**src/hdl/slfp_pkg.sv**
```systemverilog
// ----------------------------------------------------------------------------
// slfp_pkg
// types and constants of the sync/length/checksum frame deframer
// ----------------------------------------------------------------------------
package slfp_pkg;

  localparam logic [7:0] SYNC_FIRST      = 8'hB5;
  localparam logic [7:0] SYNC_SECOND     = 8'hCA;
  localparam logic [8:0] FRAME_OVERHEAD  = 9'd5;
  localparam logic [8:0] MAX_FRAME_RESET = 9'd64;
  localparam int         CNT_W           = 16;
  localparam logic [CNT_W-1:0] CNT_MAX   = {CNT_W{1'b1}};

  typedef enum logic [5:0] {
    PH_SYNC1 = 6'b000001,
    PH_SYNC2 = 6'b000010,
    PH_ID    = 6'b000100,
    PH_LEN   = 6'b001000,
    PH_PAY   = 6'b010000,
    PH_CHK   = 6'b100000
  } phase_t;

  typedef struct packed {
    logic             payload_valid;
    logic [7:0]       payload_byte;
    logic [7:0]       byte_index;
    logic             frame_done;
    logic [7:0]       message_id;
    logic [7:0]       payload_length;
    logic             checksum_ok;
    logic             sync_dropped;
    logic             oversize_dropped;
    logic [CNT_W-1:0] discarded_count;
  } result_t;

endpackage

```
**src/hdl/slfp_parser.sv**
```systemverilog
// ----------------------------------------------------------------------------
// slfp_parser
// frame state machine, running checksum and discard counter; one byte per transfer
// ----------------------------------------------------------------------------
module slfp_parser (
  input  logic                clk,
  input  logic                rst_n,
  input  logic                step,
  input  logic [7:0]          rx_byte,
  input  logic                cfg_we,
  input  logic [8:0]          cfg_data,
  output slfp_pkg::result_t   res
);

  slfp_pkg::phase_t phase_r, phase_nxt;
  logic [7:0]  frame_id_r, frame_id_nxt;
  logic [7:0]  frame_len_r, frame_len_nxt;
  logic [7:0]  pay_cnt_r, pay_cnt_nxt;
  logic [7:0]  sum_r, sum_nxt;
  logic [slfp_pkg::CNT_W-1:0] drop_r, drop_nxt;
  logic [8:0]  max_r;

  logic [8:0]  drop_amt;
  logic [slfp_pkg::CNT_W:0] drop_sum;
  logic [8:0]  frame_size;
  logic [7:0]  cnt_inc;

  assign frame_size = {1'b0, frame_len_r} + slfp_pkg::FRAME_OVERHEAD;
  assign cnt_inc    = pay_cnt_r + 8'd1;
  assign drop_sum   = {1'b0, drop_r} + {{(slfp_pkg::CNT_W - 8){1'b0}}, drop_amt};

  always_comb begin
    phase_nxt     = phase_r;
    frame_id_nxt  = frame_id_r;
    frame_len_nxt = frame_len_r;
    pay_cnt_nxt   = pay_cnt_r;
    sum_nxt       = sum_r;
    drop_amt      = 9'd0;
    res           = '0;
    case (phase_r)
      slfp_pkg::PH_SYNC2: begin
        if (rx_byte == slfp_pkg::SYNC_SECOND) begin
          phase_nxt = slfp_pkg::PH_ID;
        end else begin
          drop_amt         = 9'd2;
          res.sync_dropped = 1'b1;
          phase_nxt        = slfp_pkg::PH_SYNC1;
        end
      end
      slfp_pkg::PH_ID: begin
        frame_id_nxt = rx_byte;
        sum_nxt      = rx_byte;
        phase_nxt    = slfp_pkg::PH_LEN;
      end
      slfp_pkg::PH_LEN: begin
        frame_len_nxt = rx_byte;
        sum_nxt       = sum_r + rx_byte;
        pay_cnt_nxt   = 8'd0;
        phase_nxt     = (rx_byte == 8'd0) ? slfp_pkg::PH_CHK : slfp_pkg::PH_PAY;
      end
      slfp_pkg::PH_PAY: begin
        res.payload_valid = 1'b1;
        res.payload_byte  = rx_byte;
        res.byte_index    = pay_cnt_r;
        sum_nxt           = sum_r + rx_byte;
        pay_cnt_nxt       = cnt_inc;
        if (cnt_inc >= frame_len_r) begin
          phase_nxt = slfp_pkg::PH_CHK;
        end
      end
      slfp_pkg::PH_CHK: begin
        if (frame_size > max_r) begin
          drop_amt             = frame_size;
          res.oversize_dropped = 1'b1;
        end else begin
          res.frame_done     = 1'b1;
          res.message_id     = frame_id_r;
          res.payload_length = frame_len_r;
          res.checksum_ok    = (rx_byte == sum_r);
        end
        pay_cnt_nxt = 8'd0;
        phase_nxt   = slfp_pkg::PH_SYNC1;
      end
      default: begin
        if (rx_byte == slfp_pkg::SYNC_FIRST) begin
          phase_nxt = slfp_pkg::PH_SYNC2;
        end else begin
          drop_amt         = 9'd1;
          res.sync_dropped = 1'b1;
          phase_nxt        = slfp_pkg::PH_SYNC1;
        end
      end
    endcase
    drop_nxt            = drop_sum[slfp_pkg::CNT_W] ? slfp_pkg::CNT_MAX
                                                    : drop_sum[slfp_pkg::CNT_W-1:0];
    res.discarded_count = drop_nxt;
  end

  always_ff @(posedge clk) begin
    if (!rst_n) begin
      phase_r     <= slfp_pkg::PH_SYNC1;
      frame_id_r  <= '0;
      frame_len_r <= '0;
      pay_cnt_r   <= '0;
      sum_r       <= '0;
      drop_r      <= '0;
      max_r       <= slfp_pkg::MAX_FRAME_RESET;
    end else begin
      if (cfg_we) begin
        max_r <= cfg_data;
      end
      if (step) begin
        phase_r     <= phase_nxt;
        frame_id_r  <= frame_id_nxt;
        frame_len_r <= frame_len_nxt;
        pay_cnt_r   <= pay_cnt_nxt;
        sum_r       <= sum_nxt;
        drop_r      <= drop_nxt;
      end
    end
  end

endmodule

```
**src/hdl/slfp_out_reg.sv**
```systemverilog
// ----------------------------------------------------------------------------
// slfp_out_reg
// result register with valid flag; holds a result until the receiver takes it
// ----------------------------------------------------------------------------
module slfp_out_reg (
  input  logic              clk,
  input  logic              rst_n,
  input  logic              load,
  input  slfp_pkg::result_t res_in,
  input  logic              take,
  output logic              valid,
  output slfp_pkg::result_t res_out
);

  logic              valid_r;
  slfp_pkg::result_t res_r;

  always_ff @(posedge clk) begin
    if (!rst_n) begin
      valid_r <= 1'b0;
    end else if (load) begin
      valid_r <= 1'b1;
    end else if (take) begin
      valid_r <= 1'b0;
    end
  end

  always_ff @(posedge clk) begin
    if (load) begin
      res_r <= res_in;
    end
  end

  assign valid   = valid_r;
  assign res_out = res_r;

endmodule

```
**src/hdl/sync_length_frame_parser_top.sv**
```systemverilog
// ----------------------------------------------------------------------------
// sync_length_frame_parser_top
// byte-serial deframer for B5 CA id length payload checksum frames
// ----------------------------------------------------------------------------
// usage:
//   in_*  : one received byte per transfer in in_tdata
//   out_* : one result per input byte; flags in out_tuser, fields in out_tdata
//   cfg_* : write of max_frame_bytes, always ready, only while idle
// output: a result appears in the cycle after its byte transfer
// throughput: one byte per cycle while out_tready is high; the result register
//   lets the next byte in while the last result is taken
// stall: while out_tready is low a waiting result holds and in_tready drops,
//   so no byte is taken until the result register frees up
// reset: rst_n low clears the result register's valid flag, returns the parser to the
//   first sync byte, clears the discard counter and sets the limit to 64
// ----------------------------------------------------------------------------
module sync_length_frame_parser_top (
  input  logic        clk,
  input  logic        rst_n,
  input  logic        in_tvalid,
  output logic        in_tready,
  input  logic [7:0]  in_tdata,    // rx_byte
  output logic        out_tvalid,
  input  logic        out_tready,
  output logic [55:0] out_tdata,   // payload_byte, byte_index, message_id,
                                   // payload_length, checksum_ok, discarded_count
  output logic [3:0]  out_tuser,   // payload_valid, frame_done, sync_dropped,
                                   // oversize_dropped
  input  logic        cfg_valid,
  output logic        cfg_ready,
  input  logic [8:0]  cfg_data     // max_frame_bytes
);

  slfp_pkg::result_t res;
  slfp_pkg::result_t res_q;
  logic              step;

  assign in_tready = !out_tvalid || out_tready;
  assign step      = in_tvalid && in_tready;
  assign cfg_ready = 1'b1;

  slfp_parser u_parser (
    .clk      (clk),
    .rst_n    (rst_n),
    .step     (step),
    .rx_byte  (in_tdata),
    .cfg_we   (cfg_valid && cfg_ready),
    .cfg_data (cfg_data),
    .res      (res)
  );

  slfp_out_reg u_out (
    .clk     (clk),
    .rst_n   (rst_n),
    .load    (step),
    .res_in  (res),
    .take    (out_tready),
    .valid   (out_tvalid),
    .res_out (res_q)
  );

  assign out_tdata = {7'd0, res_q.discarded_count, res_q.checksum_ok,
                      res_q.payload_length, res_q.message_id,
                      res_q.byte_index, res_q.payload_byte};
  assign out_tuser = {res_q.oversize_dropped, res_q.sync_dropped,
                      res_q.frame_done, res_q.payload_valid};

endmodule

```
**config.mk**
```make
export PLATFORM = sky130hd
export DESIGN_NAME = sync_length_frame_parser_top
export DESIGN_NICKNAME = d
export VERILOG_FILES = /design/src/hdl/slfp_pkg.sv /design/src/hdl/slfp_parser.sv /design/src/hdl/slfp_out_reg.sv /design/src/hdl/sync_length_frame_parser_top.sv
export SDC_FILE = /design/constraint.sdc
export NUM_CORES = 1
export LEC_CHECK = 0
export BUFFER_PORTS_ARGS = -buffer_cell sky130_fd_sc_hd__buf_4
export CAP_MARGIN = 20
export CORE_MARGIN = 3
export CORE_UTILIZATION = 58
export DETAILED_ROUTE_END_ITERATION = 8
export PLACE_DENSITY = 0.8
export SYNTH_ARGS = -nofsm -noshare
export SYNTH_HDL_FRONTEND = slang
export SYNTH_SLANG_ARGS = --single-unit
```
**constraint.sdc**
```tcl
create_clock -name clk -period 6.7 [get_ports clk]
set_input_delay 2.01 -clock clk [delete_from_list [all_inputs] [get_ports clk]]
set_output_delay 2.01 -clock clk [all_outputs]
set_load 0.01 [all_outputs]
```
=== After elaboration in Yosys (flattened, before gate mapping) ===
Index checks and enable logic that the tools add are counted.

* Register bits after elaboration: 117
* Bits of input ports: 22
* Output and inout bits: 63
* Word-level logic and storage cells: 71

* $add $sub $neg: 4
* Order comparisons: 2
* Equality and inequality tests: 9
* Muxes and demuxes: 20
* Bitwise gates (word level): 1
* Reduce and logical (&&, ||, !) cells: 17

{| class="wikitable"
|+ Operator list
! operator !! count
|-
| 8-bit case mux with 2 select lines || 2
|-
| 6-bit case mux with 5 select lines || 1
|-
| 9-bit case mux with 3 select lines || 1
|-
| 18-bit two-way mux || 1
|-
| 16-bit by 9-bit adder with 17-bit output || 1
|-
| 17-bit two-way mux || 1
|-
| 8-bit == test, second input constant || 2
|-
| 16-bit two-way mux || 1
|-
| 6-bit two-way mux || 2
|-
| 2-bit AND reduction || 5
|-
| 8-bit by 3-bit adder with 9-bit output, second input constant || 1
|-
| 9-bit greater-than comparator || 1
|-
| 9-bit two-way mux || 1
|-
| 8-bit by 1-bit adder with 8-bit output, second input constant || 1
|-
| 8-bit adder || 1
|-
| 8-bit == test || 1
|-
| 8-bit greater-or-equal comparator || 1
|-
| 8-bit logical NOT || 1
|-
| 6-bit by 2-bit == test with 1-bit output, second input constant || 1
|-
| 6-bit by 3-bit == test with 1-bit output, second input constant || 1
|-
| 6-bit by 4-bit == test with 1-bit output, second input constant || 1
|-
| 6-bit by 5-bit == test with 1-bit output, second input constant || 1
|-
| 6-bit == test, second input constant || 1
|-
| 1-bit two-way mux || 6
|-
| other kinds (12) || 17
|}

=== Logic depth before layout (Yosys ltp) ===
Gate-level depths: netlist of run 1.

* Word-level depth: 6
* Depth in mapped cells: 20
* Depth with buffers taken out: 18

=== Modules after synthesis ===
From an unflattened synthesis of run 1, not the netlist that was laid out.

* Cell total of the unflattened synthesis: 645
* Area, all modules: 6,155.9 sq um

{| class="wikitable"
|+ By module, submodules not included
! module !! instances !! cells each !! area each (sq um)
|-
| slfp_parser || 1 || 577 || 4,433.0
|-
| slfp_out_reg || 1 || 56 || 1,632.8
|-
| sync_length_frame_parser_top || 1 || 12 || 90.1
|}

=== Worst setup path before layout of run 1 ===
Ideal clock, no wire load.

* Path kind: input port to flip-flop
* Start point: input in_tdata[0]
* End point: register u_out.res_r, in the netlist u_out.res_out[6] (data pin)
* Setup time: 0.258 ns
* Data arrival time: 5.149 ns
* Required time: 6.442 ns
* Slack: 1.293 ns
* Cell stages on the path: 13
* Path buffers: 3
* Path through: or4_1 or4_1 or2b_2 o21ai_0 fa_1 a21oi_1 o2111ai_1 a21oi_2 or2_2 clkbuf_1 buf_4 buf_4 nand2_1

{| class="wikitable"
|+ RTL lines
! element !! line !! RTL
|-
| start: declaration || sync_length_frame_parser_top.sv:22 || <nowiki>input logic [7:0] in_tdata,</nowiki>
|-
| end signal: assignment || slfp_out_reg.sv:30 || <nowiki>res_r <= res_in;</nowiki>
|-
| end: declaration || slfp_out_reg.sv:16 || <nowiki>slfp_pkg::result_t res_r;</nowiki>
|}

=== Final worst setup path of run 1 ===
* Start point: input in_tdata[0]
* End point: register u_parser.drop_r[13] (netlist name)

* Word-level cells in the longest chain between the ends: 5
* Elaborated cells on any way between the ends: 7

{| class="wikitable"
|+ Ends and longest elaborated chain
! element !! line !! RTL
|-
| 8-bit == test, on equally long branches || slfp_parser.sv:85, slfp_parser.sv:42 ||
|-
| 1-bit two-way mux / 2-bit two-way mux (equally long branches) || slfp_parser.sv:85, slfp_parser.sv:42 ||
|-
| 9-bit case mux with 3 select lines * || slfp_parser.sv:40 || <nowiki>case (phase_r)</nowiki>
|-
| 16-bit by 9-bit adder with 17-bit output * || slfp_parser.sv:30 || <nowiki>assign drop_sum = {1'b0, drop_r} + {{(slfp_pkg::CNT_W - 8){1'b0}}, drop_amt};</nowiki>
|-
| 16-bit two-way mux * || slfp_parser.sv:94 || <nowiki>drop_nxt = drop_sum[slfp_pkg::CNT_W] ? slfp_pkg::CNT_MAX</nowiki>
|-
| end signal: assignment || slfp_parser.sv:118 || <nowiki>drop_r <= drop_nxt;</nowiki>
|-
| end: declaration || slfp_parser.sv:20 || <nowiki>logic [slfp_pkg::CNT_W-1:0] drop_r, drop_nxt;</nowiki>
|}

Every way passes the cells marked *; elsewhere a longest branch is shown, timed or not.
A chain may end at the register's enable or synchronous reset.

==> results.txt, run 1 <==
The minimum clock period after layout is 5.435 ns. Counting instances in the post-synthesis netlist gives the leading cell types as 64 x dfxtp_1, 58 x nand2_1, 53 x edfxtp_1. Sequential cells were found to cover 45.63% of the synthesized design area. In this design, the stage delay of the slowest critical-path cell is 0.56 ns. Counting every sink on the clock net gives 117. The fraction of synthesis flops using an asynchronous set or reset pin was 0%; the post-synthesis register bit count was 117. Number of hold violations in the final report: 0. TritonCTS built the clock tree. Clock-pin slew was measured on the worst setup and hold paths at 0.06 ns. During placement, the flow inserted port buffers numbering 76.

The data required time of the worst path is 7.10 ns. The run finished with clean final reports. The die is 110.2 um tall. The via count normalized by instance count is 5.809. Largest vdd supply drop: 0.0001451 V. By area the synthesized netlist is led by edfxtp_1 25%, dfxtp_1 20%, ha_1 7.0%. In the final layout, flip-flops and latches occupy 0.002873 mm2. Routability-driven placement finished with a final weighted congestion of 0.9602. Clock latency on the worst-skew pair, taken at its later pin, is 0.51 ns. For the detailed-route via count, the log shows 5,025. The synthesized netlist devotes 13.99% of its cell area to compound gates. Fraction of the mapped netlist area in simple logic gates: 20.55%. In this run the post-CTS setup repair buffer count came out at 0.

After synthesis, the mean cell area works out to 9.686 um2. The die covers 0.01214 mm2. Relative to the synthesized area, the layout overhead comes to 19.52%. In this run the core area contains 37 standard-cell rows. The routed wire length per instance was 16.42 um; the remaining max-slew budget at the tightest pin was 51.58%. Number of library cell types mapped by synthesis: 64.

The total overflow left after global routing is 0. The aggregate negative setup slack came out at 0 ns. Global routing used 24.98% of the available tracks.

Once detail routing completed, the nets flagged for antenna violations numbered 0. Setup repair after global routing left no endpoint under its margin. For the flop-to-flop setup slack, the log shows 1.61 ns. The tools report the final wirelength as 14,200 um. The most numerous cell type found on the critical path is or4_1.

The most common cell in the netlist is dfxtp_1. Pin placement for this block handled 85 I/O pins. The run gives 774 as the count of nets after finishing. Summing internal, switching and leakage power gives 1.846 mW. Half-perimeter wire length after detailed placement: 9692 um. For the pin with the worst max-slew slack, the measured transition is 0.7253 ns. The min-delay analysis places its worst path in the category reg2reg.

After detailed routing, the number of remaining DRC violations is 0. The number of hold buffers added after CTS was 0. The worst register-to-register path begins at u_parser.frame_len_r[0]. The fraction of synthesized cell area in xor and xnor cells is 3.895%.

The synthesized design devotes to its leading area cell type 25.28% of total area. The tools report the launch point of the worst hold path as u_parser.frame_id_r[6]. Yosys printed 0 warnings.

The first TritonRoute pass finished after 5 iterations. Fill cells in the final layout number 737. The number of cells on the worst reg-to-reg path was 18.

The x dimension of the die was 110.2 um; the critical-path maximum fanout was 25. In the final layout, the share of cells above drive strength 1 is 17.03%. The tool flagged a number of max-cap violations equal to 0. Worst clock skew on the final layout: 0.006907 ns. For the final count of pins violating max slew, the log shows 0.

The multi-input combinational cells in the finished layout cover a total of 0.003137 mm2. The tools report the cell at the root of the clock tree as clkbuf_8. Once the floorplan was initialized, standard cells occupied 60.18% of the core.

The most used flip-flop cell after synthesis is dfxtp_1. The tools report the kind of end point of the critical path as a flop. The core region is 0.01046 mm2.

The total stage count of the critical path works out to 12. Adder and majority cell fraction of the synthesized area: 7.591%. Traced cell by cell, the critical path runs through buf_4, or4_1, or4_1, or2b_2, o21ai_0, fa_1, a21oi_1, o2111ai_1, a21oi_2, or2_2, nand2_1, o221a_2. By area, the combinational part of the netlist is dominated by simple AND/OR/NAND/NOR gates. In this run the static leakage power is 3.286 nW. In the synthesized netlist, mux cells make up 3.219% of the area. STA classifies the critical path startpoint as an input port.

The tools report the post-synthesis instance area as 0.006296 mm2. Entering global routing, the biggest net connects 63 pins. Counting every instance in the synthesized netlist gives 650. Counting the buffers created by CTS gives 17. Dividing total power by cell area gives a power density of 245.4 mW/mm2. The count of flip-flops with a built-in enable after synthesis was 53. For this block, the initial DRC count from the detailed router was 307. The H-tree was split into 4 levels. The worst setup path is of the in2reg kind. Derived from the worst setup path, the maximum achievable clock frequency is 0.1840 GHz.

Cell with the largest stage delay on the worst path: or4_1. The total buffers and inverters traversed by the critical path works out to 1. The number of global-route vias before repair was 4,781; the post-CTS resize count was 0. The worst hold path terminates at u_parser.frame_id_r[6].

Setup violations remaining at the end of the flow were counted as 0. Maximum root-to-sink buffer count: 2. The final critical path takes up 81.13% of the cycle. Critical path's top delay family: simple AND/OR/NAND/NOR gates. Number of antenna violations at the first check in global routing: 0.

edfxtp_1 takes more of the synthesized area than any other cell. The tools report the reg-to-reg critical path endpoint as u_parser.drop_r[13]. Data on the critical path arrives at its endpoint at 5.83 ns. The worst hold path was traced through 2 stages.

The first global-routing pass estimated 23,340 um of wire.
## kinds of logic after synthesis
family / Yosys count
buf+inv: 73
xor+xnor: 28
flops: 117
fa+ha+maj: 37
simple gates: 244
mux: 20
compound gates: 129
other cells: 2
## through the flow
stage | setup slack, ns | hold slack (ns) | utilization, % | instances | instance area (um2)
6_report | 1.265 | 0.4640 | 71.92 | 865 | 7525
5_1_grt | 1.109 | 0.4909 | 71.90 | 864 | 7522
4_1_cts | 1.323 | 0.4639 | 71.82 | 863 | 7515
3_5_place_dp | 0.8386 | 0.4558 | 65.92 | 831 | 6897
3_3_place_gp | 0.9317 | 0.4510 | 65.92 | 831 | 6897
2_1_floorplan | 1.293 | 0.4388 | - | 656 | 6319
## tightest hold or removal path, cell delays in order, from the launching register on
cell	delay, ns
dfxtp_1	0.30
nand2_1	0.04
a21boi_0	0.07
## how the worst max path moves through the flow
stage / start / to
2_1_floorplan: in_tdata[0] / u_out.res_out[6]
3_3_place_gp: in_tdata[0] / u_parser.drop_r[13]
3_5_place_dp: in_tdata[0] / u_parser.drop_r[13]
4_1_cts: in_tdata[0] / u_parser.drop_r[13]
5_1_grt: in_tdata[0] / u_parser.drop_r[13]
6_report: in_tdata[0] / u_parser.drop_r[13]
## state kept, by name, indices dropped and copies added (netlist names)
name and cells:
u_parser.frame_id_r 8, u_parser.phase_r 6, u_parser.sum_r 8, u_parser.max_r 9, u_parser.drop_r 16, u_parser.pay_cnt_r 8
u_parser.frame_len_r 8, u_out.res_out 53, u_out.valid 1
## cell usage in the layout (no fill, tap or decap), types with 10 or more instances in the layout
master,n
buf_4,80
dfxtp_1,64
nand2_1,58
edfxtp_1,53
ha_1,35
nor2b_1,33
inv_1,32
o21ai_0,31
nand3_1,30
nor2_1,29
a21oi_1,24
and2_1,22
and3_1,20
xnor2_1,19
mux2i_1,18
a21boi_0,16
clkbuf_16,16
nor3_1,12
nand2b_1,10
## area by class of cell
cell class / instances / area share [%]
flip-flops and latches: 117 / 38.18
inverters: 33 / 1.646
clock inverters: 15 / 2.710
clock buffers: 17 / 5.504
repair buffers: 80 / 7.981
multi-input cells: 466 / 41.69
well taps: 136 / 2.261
diodes: 1 / 0.03326
## per-layer routing
layer  vias up  part of all wire [%]  track usage (%)
met1      2349                    43            31.91
met2       200                    48            40.81
li1       2445                     -                -
met3        31                   7.0            6.115
met5         -                     0                0
met4         0                   2.2            9.938
## power breakdown
group,switching (mW),total (mW),internal [mW]
Clock,0.330,0.936,0.605
Sequential,0.0102,0.782,0.772
Combinational,0.0732,0.128,0.0548
Total,0.414,1.85,1.43
Power figures use the tool's default switching activity.
==> inputs of run 2 (changes only) <==
==> constraint.sdc (replaced) <==
create_clock -name clk -period 5.6 [get_ports clk]
set_input_delay 1.68 -clock clk [delete_from_list [all_inputs] [get_ports clk]]
set_output_delay 1.68 -clock clk [all_outputs]
set_load 0.01 [all_outputs]
==> run 2 against run 1 <==
Compared with the run above:
- final cell count up 0.12%
- worst hold slack barely moved
- clock-buffer cell count unchanged
- die area is the same
- critical path depth unchanged
- critical endpoint is now u_parser.drop_r[15]
- clock skew increased by 0.0011 ns
- via count grew 0.88%
- routed wire length increased by 2.9%
==> results.txt, run 2 (same netlist as run 1, synthesis figures left out) <==
In this run the power density over the cells is 303.8 mW/mm2. During placement, the flow inserted port buffers numbering 76. The logs give 0 for the number of antenna violations at the first check in global routing and 0.9388 for the routability congestion estimate. The final layout contains 776 nets. For this run, design rule violations remaining after detail routing come to 0. In this design, the stage delay of the slowest critical-path cell is 0.57 ns.

Gates resized during post-CTS repair numbered 0. In this design, the largest share of critical-path delay is due to simple AND/OR/NAND/NOR gates. The via count normalized by instance count came out at 5.853. Setup repair after global routing left no endpoint under its margin.

The quantity of hold-fixing buffers added after cts was 0. The register with the most flip-flops in the layout has 53 of them. The worst slack on hold paths was 0.4642 ns; the largest vdd supply drop was 0.0001815 V. The aggregate negative setup slack was 0 ns; the cell leakage power was 3.318 nW.

The run gives 0 as the setup fix buffers added after clock tree synthesis. The worst clock skew on the final layout came out at 0.008052 ns. The run gives 14,620 um as the final wirelength. The critical path's most frequent cell is or4_1. Detailed-route via count: 5,069. The repair_antennas step left the layout with diodes totalling 0. The number of hold violations in the final report is 0, and the minimum clock period after layout is 4.792 ns. Measured against its own limit, the worst slew margin works out to 52.61%. The run gives 0.01214 mm2 as the full die area. Total buffers and inverters traversed by the critical path: 1. The flow ran to the end, and the final reports show no timing, DRC or antenna violations. The overall power of the completed layout was 2.304 mW; the final clock period utilization by the worst path was 85.58%. For the number of buffers created by CTS, the log shows 17.

After legalization and detailed placement, the total HPWL measured 9995 um. Leaving out fill and tap cells, the most frequent cell in the layout is buf_4. The measured slew at the worst slew-check pin was 0.7098 ns. The largest net degree at the start of global routing was 63.

In the final layout, the share of cells above drive strength 1 is 17.26%. STA puts the critical path data arrival time at 5.20 ns. The tree is rooted in a clkbuf_8. From left edge to right edge, the die measures 110.2 um. The slowest stage of the critical path belongs to the cell or4_1. The data required time of the worst path came out at 6.01 ns. The number of stages on the worst hold path is 2.

After clock tree synthesis, the clock-pin slew on the worst setup and hold paths is 0.06 ns. The run gives 0.2087 GHz as the maximum operating frequency. In this run the worst hold path is classified as reg2reg. Traced cell by cell, the critical path runs through buf_4, or4_1, or4_1, or2b_2, o21ai_0, fa_1, a21oi_1, o2111ai_1, a21oi_2, nor2_1, or4b_1, o211a_1.

Dividing the detail-routed wire length by the instance count gives 16.88 um. Counting the fill cells in the layout gives 744. The number of global-route vias before repair came out at 4,869. The logs give 2 for the maximum root-to-sink buffer count and 0 for the number of max-cap violations. The area growth from synthesis to layout is 20.47%. The library cells used most frequently in the layout, excluding fill and tap cells, are 82 x buf_4, 64 x dfxtp_1, 58 x nand2_1.

The first global-routing pass estimated 23,530 um of wire. For the maximum level of the CTS H-tree, the log shows 4. In this run the number of cells on the critical path is 12. The critical path ends at u_parser.drop_r[15].

For the number of nets with antenna violations after detailed routing, the log shows 0. The clock latency on the worst-skew pair was 0.52 ns. Cells fill 72.49% of the core in the end.

The total overflow left after global routing is 0. The critical-path maximum fanout was 7; the number of placed I/O pins was 85. The worst setup path is launched from an input port. The endpoint identified for the worst register-to-register timing path is u_parser.drop_r[15]. TritonCTS built the clock tree. The first routing iteration left 310 violations.

The initialized floorplan defines 37 standard-cell rows. In this run the worst setup path begins at in_tdata[0]. STA classifies the critical path endpoint as a flop. The worst register-to-register path begins at u_parser.frame_len_r[0]. The core region is 0.01046 mm2. Global-route usage over all layers: 25.18%. The worst register-to-register path has a depth of 17. Setup violations remaining at the end of the flow were counted as 0.

The first detailed-routing pass ran for 6 iterations. The startpoint-to-endpoint class of the critical path was in2reg. Once the floorplan was initialized, standard cells occupied 60.18% of the core. The clock drives 117 sinks. The height of the die is 110.2 um.

For flop-to-flop paths, the worst setup slack is 0.81 ns. The run gives 0 as the final count of pins violating max slew.
[run 2: cell types whose count changed in the layout (fill, tap and decap cells not counted), sizes merged]
cell and change:
clkinv -1, buf +2, bufinv +2, diode -1, clkinvlp -1
[run 2: cell type report]
type	instances	area (um2)	area share, %
clock buffers	17	414.1	5.460
flip-flops and latches	117	2873	37.88
inverters	33	123.9	1.633
clock inverters	15	251.5	3.316
multi-input cells	466	3137	41.36
repair buffers	82	615.6	8.116
well taps	136	170.2	2.243
[run 2: through the flow]
stage                     instance area, um2  std cells  worst slack [ns]
after global routing                    7585        866            0.5560
final                                   7585        866            0.8076
after CTS                               7577        865            0.8481
after global placement                  6912        833            0.3911
after floorplan                         6319        656            0.5230
after detailed placement                6912        833            0.2928
[run 2: per-layer routing]
| layer | share of wire, % | vias to the layer above | global-route usage (%) | wire [um] |
|---|---|---|---|---|
| met5 | 0 | - | 0 | 0 |
| met4 | 1.9 | 0 | 8.004 | 273 |
| met3 | 6.2 | 28 | 7.164 | 912 |
| met2 | 49 | 177 | 42.46 | 7180 |
| met1 | 43 | 2420 | 31.26 | 6249 |
| li1 | - | 2444 | - | - |
[run 2: power by group]
group | switching [mW] | total, mW | internal [mW]
sequential | 0.0127 | 0.937 | 0.924
combinational | 0.0888 | 0.154 | 0.0656
clock | 0.398 | 1.21 | 0.815
total | 0.499 | 2.30 | 1.80
[run 2: worst min-delay path by stage]
stage	from	to	slack [ns]
5_1_grt	u_parser.frame_id_r[1]	u_parser.frame_id_r[1]	0.48
4_1_cts	u_parser.frame_id_r[1]	u_parser.frame_id_r[1]	0.47
3_3_place_gp	u_parser.frame_id_r[0]	u_parser.frame_id_r[0]	0.45
6_report	u_parser.frame_id_r[4]	u_parser.frame_id_r[4]	0.46
3_5_place_dp	u_parser.frame_id_r[1]	u_parser.frame_id_r[1]	0.46
2_1_floorplan	u_parser.frame_id_r[6]	u_parser.frame_id_r[6]	0.44
[run 2: worst register-to-register path, cell delays in order (launching register included)]
cell and delay, ns:
dfxtp_1 0.54, a21oi_1 0.19, nor4_1 0.38, xnor2_1 0.15, ha_1 0.31, nand4_1 0.14, nor2_1 0.19, nand4_1 0.18
nand3_1 0.31, o22ai_1 0.17, ha_1 0.24, fa_1 0.41, a21oi_1 0.21, o2111ai_1 0.25, a21oi_2 0.24, nor2_1 0.10
or4b_1 0.53, o211a_1 0.15
==> inputs of run 3 (changes only) <==
==> constraint.sdc (replaced) <==
create_clock -name clk -period 4.5 [get_ports clk]
set_input_delay 1.35 -clock clk [delete_from_list [all_inputs] [get_ports clk]]
set_output_delay 1.35 -clock clk [all_outputs]
set_load 0.01 [all_outputs]
==> run 3 against run 2 <==
Compared with the run above:
- critical endpoint unchanged
- clock power rose by 13%
- highest routed layer unchanged
- routed wire length shrank 0.64%
- final cell count up 2.2%
- worst hold slack better by 0.011 ns
==> results.txt, run 3 (same netlist as run 1, synthesis figures left out) <==
The height of the die is 110.2 um, and the first-pass detailed-route iteration total is 7. The run finished with clean final reports. CTS saw 117 sinks. STA classifies the critical path startpoint as a flop. At the later pin of the worst-skew pair, clock insertion delay measures 0.52 ns.

The clock-pin slew reported for the worst setup and hold paths after clock tree synthesis is 0.06 ns, and the routed wire length per instance is 16.41 um. The cell sitting at the root of the clock tree is a clkbuf_8. The floorplan has 37 rows. The layer flagged by global routing as most heavily used is met2.

The number of antenna violations at the first check in global routing was 0; the final wirelength was 14,520 um. The overall power of the completed layout came out at 2.732 mW. The largest individual stage delay along the critical path comes from the cell or4b_1.

The number of max-cap violations was 0. The top cell types in the final layout, fill and taps aside, are 100 x buf_4, 61 x dfxtp_1, 58 x nand2_1. For the number of inserted diodes, the log shows 0.

Startpoint-to-endpoint class of the critical path: reg2reg. The power density normalized to cell area came out at 353.7 mW/mm2. In this run the static leakage power is 3.397 nW. In this run the worst path has a maximum fanout of 8. Global routing used 32.19% of the available met1 tracks. TritonCTS created 17 clock buffers.

The placed instances occupy a cell area of 0.007079 mm2. The layout overhead on the synthesized area is 22.69%, and the aggregate negative setup slack is 0 ns. The final count of pins violating max slew is 0, and the signal arrival time at the worst endpoint is 4.71 ns.

The run gives 4,845 as the number of global-route vias before repair. The tools report the flip-flop and latch area as 0.002877 mm2. Global routing consumed, over all layers together, 24.80% of the routing resources.

The number of endpoints failing setup at the final stage is 0, and the maximum root-to-sink buffer count is 2. The tools report the count of nets after finishing as 795. The number of flip-flops under the largest register name works out to 53. The combined area of the multi-input logic cells is 0.003181 mm2, and the maximum operating frequency is 0.2328 GHz. The floorplan step set the die width to 110.2 um. With fillers left out, the area of the finished cells amounts to 0.007725 mm2. STA puts the critical path data required time at 4.91 ns. The run gives 52.99% as the remaining max-slew budget at the tightest pin.

After detailed routing, the number of remaining DRC violations is 0. Entering global routing, the biggest net connects 63 pins. The routability congestion estimate came out at 0.9110. Final clock period utilization by the worst path: 95.47%. Once detail routing completed, the nets flagged for antenna violations numbered 0. The floorplan step defined a die boundary enclosing 0.01214 mm2. Global routing consumed, on the met3 layer, 6.115% of the routing resources. The clock period could shrink to 4.296 ns.

The initial utilization of the core area, before any placement, comes to 60.18%. TritonCTS built the clock tree. The run gives 885 as the non-filler instance count after layout. In this run, the number of DRC markers left after iteration 0 of detailed routing was 262. At the pin with the least slew margin, the transition time is 0.7025 ns.

Leaving out fill and tap cells, the most frequent cell in the layout is buf_4. The total of buffers placed on input and output ports was 76. The worst setup path is captured at a flop. In the final layout, the share of cells above drive strength 1 is 20.83%. Traced cell by cell, the critical path runs through ha_1, o2111ai_2, xnor2_1, ha_1, nand4_1, nor2_1, o21ai_0, nand3_1, nand3_2, buf_4, nor2b_1, ha_2, nand2_1, nor2_1, o211a_1, o2111ai_1, or4b_1, o211a_1. The largest vdd supply drop was 0.0003630 V; the global-route wire length before repair was 23,290 um. Final hold analysis gives a worst-case slack of 0.4752 ns. The detailed-route via count is 5,125. For the final database, setup skew stands at 0.008815 ns.

The clock tree synthesis step divided the H-tree into 4 levels. Half-perimeter wire length after detailed placement: 9954 um. The layout has 733 filler cells. Met2 routing resource usage after global routing: 39.34%.

Global routing finished with a remaining overflow of 0. Pin placement for this block handled 85 I/O pins. Counting tap cells, the placed design contains a total of 852 instances. In this design, the stage delay of the slowest critical-path cell is 0.51 ns. Via count normalized by instance count: 5.791.

The path type of the worst min-delay path is reg2reg. Number of hold violations in the final report: 0. The floorplan step defined a core boundary enclosing 0.01046 mm2.
==> run 3: changes by cell type in the layout (fill, tap and decap cells not counted), sizes merged <==
cell	change
clkbuf	+1
clkinv	+4
clkinvlp	-1
inv	-2
buf	+19
bufinv	-2
==> run 3: per-stage QoR <==
step                      setup slack (ns)  util [%]
after floorplan                   0.004318         -
after global placement             -0.1335     67.66
after detailed placement           -0.1688     67.66
after CTS                          0.08455     73.43
after global routing               -0.1064     73.83
final                               0.2038     73.83
==> run 3: path summary, 6_finish.rpt <==
kind / from / to / slack (ns) / depth (start not counted)
setup / recovery: u_parser.frame_len_r[1] / u_parser.drop_r[15] / 0.20 / 18
hold / removal: u_parser.frame_id_r[4] / u_parser.frame_id_r[4] / 0.48 / 2
setup reg to reg: u_parser.frame_len_r[1] / u_parser.drop_r[15] / 0.20 / 18
hold reg to reg: u_parser.frame_id_r[4] / u_parser.frame_id_r[4] / 0.48 / 2
==> run 3: power breakdown <==
group	switching [mW]	internal [mW]	total (mW)
registers	0.0153	1.15	1.17
logic	0.110	0.0850	0.195
clock network	0.479	0.894	1.37
total	0.604	2.13	2.73
==> run 3: layout make-up <==
| class | count | area share, % |
|---|---|---|
| inverter | 33 | 1.604 |
| timing repair buffer | 101 | 9.977 |
| tap | 136 | 2.203 |
| clock inverter | 14 | 2.397 |
| clock buffer | 18 | 5.410 |
| sequential | 117 | 37.24 |
| multi-input combinational | 466 | 41.17 |
==> run 3: what timing repair did <==
item,in CTS,in global routing
setup buffers,0,1
resized for setup,0,10
hold buffers,0,0
endpoints found under the setup margin,0,31
==> run 3: critical path, delay by kind of cell (launching register included) <==
| kind | cells | cell delay, ns |
|---|---|---|
| adders and majority gates | 3 | 0.84 |
| DFF | 1 | 0.42 |
| and+or+nand+nor | 8 | 1.64 |
| buffers and inverters | 1 | 0.20 |
| xor gates and xnor gates | 1 | 0.20 |
| AOI/OAI and AO/OA | 5 | 0.88 |
==> run 3: routing by layer <==
layer | up-vias | wire [um]
met1 | 2426 | 6303
met2 | 183 | 6932
met5 | - | 0
li1 | 2485 | -
met4 | 0 | 384
met3 | 31 | 900
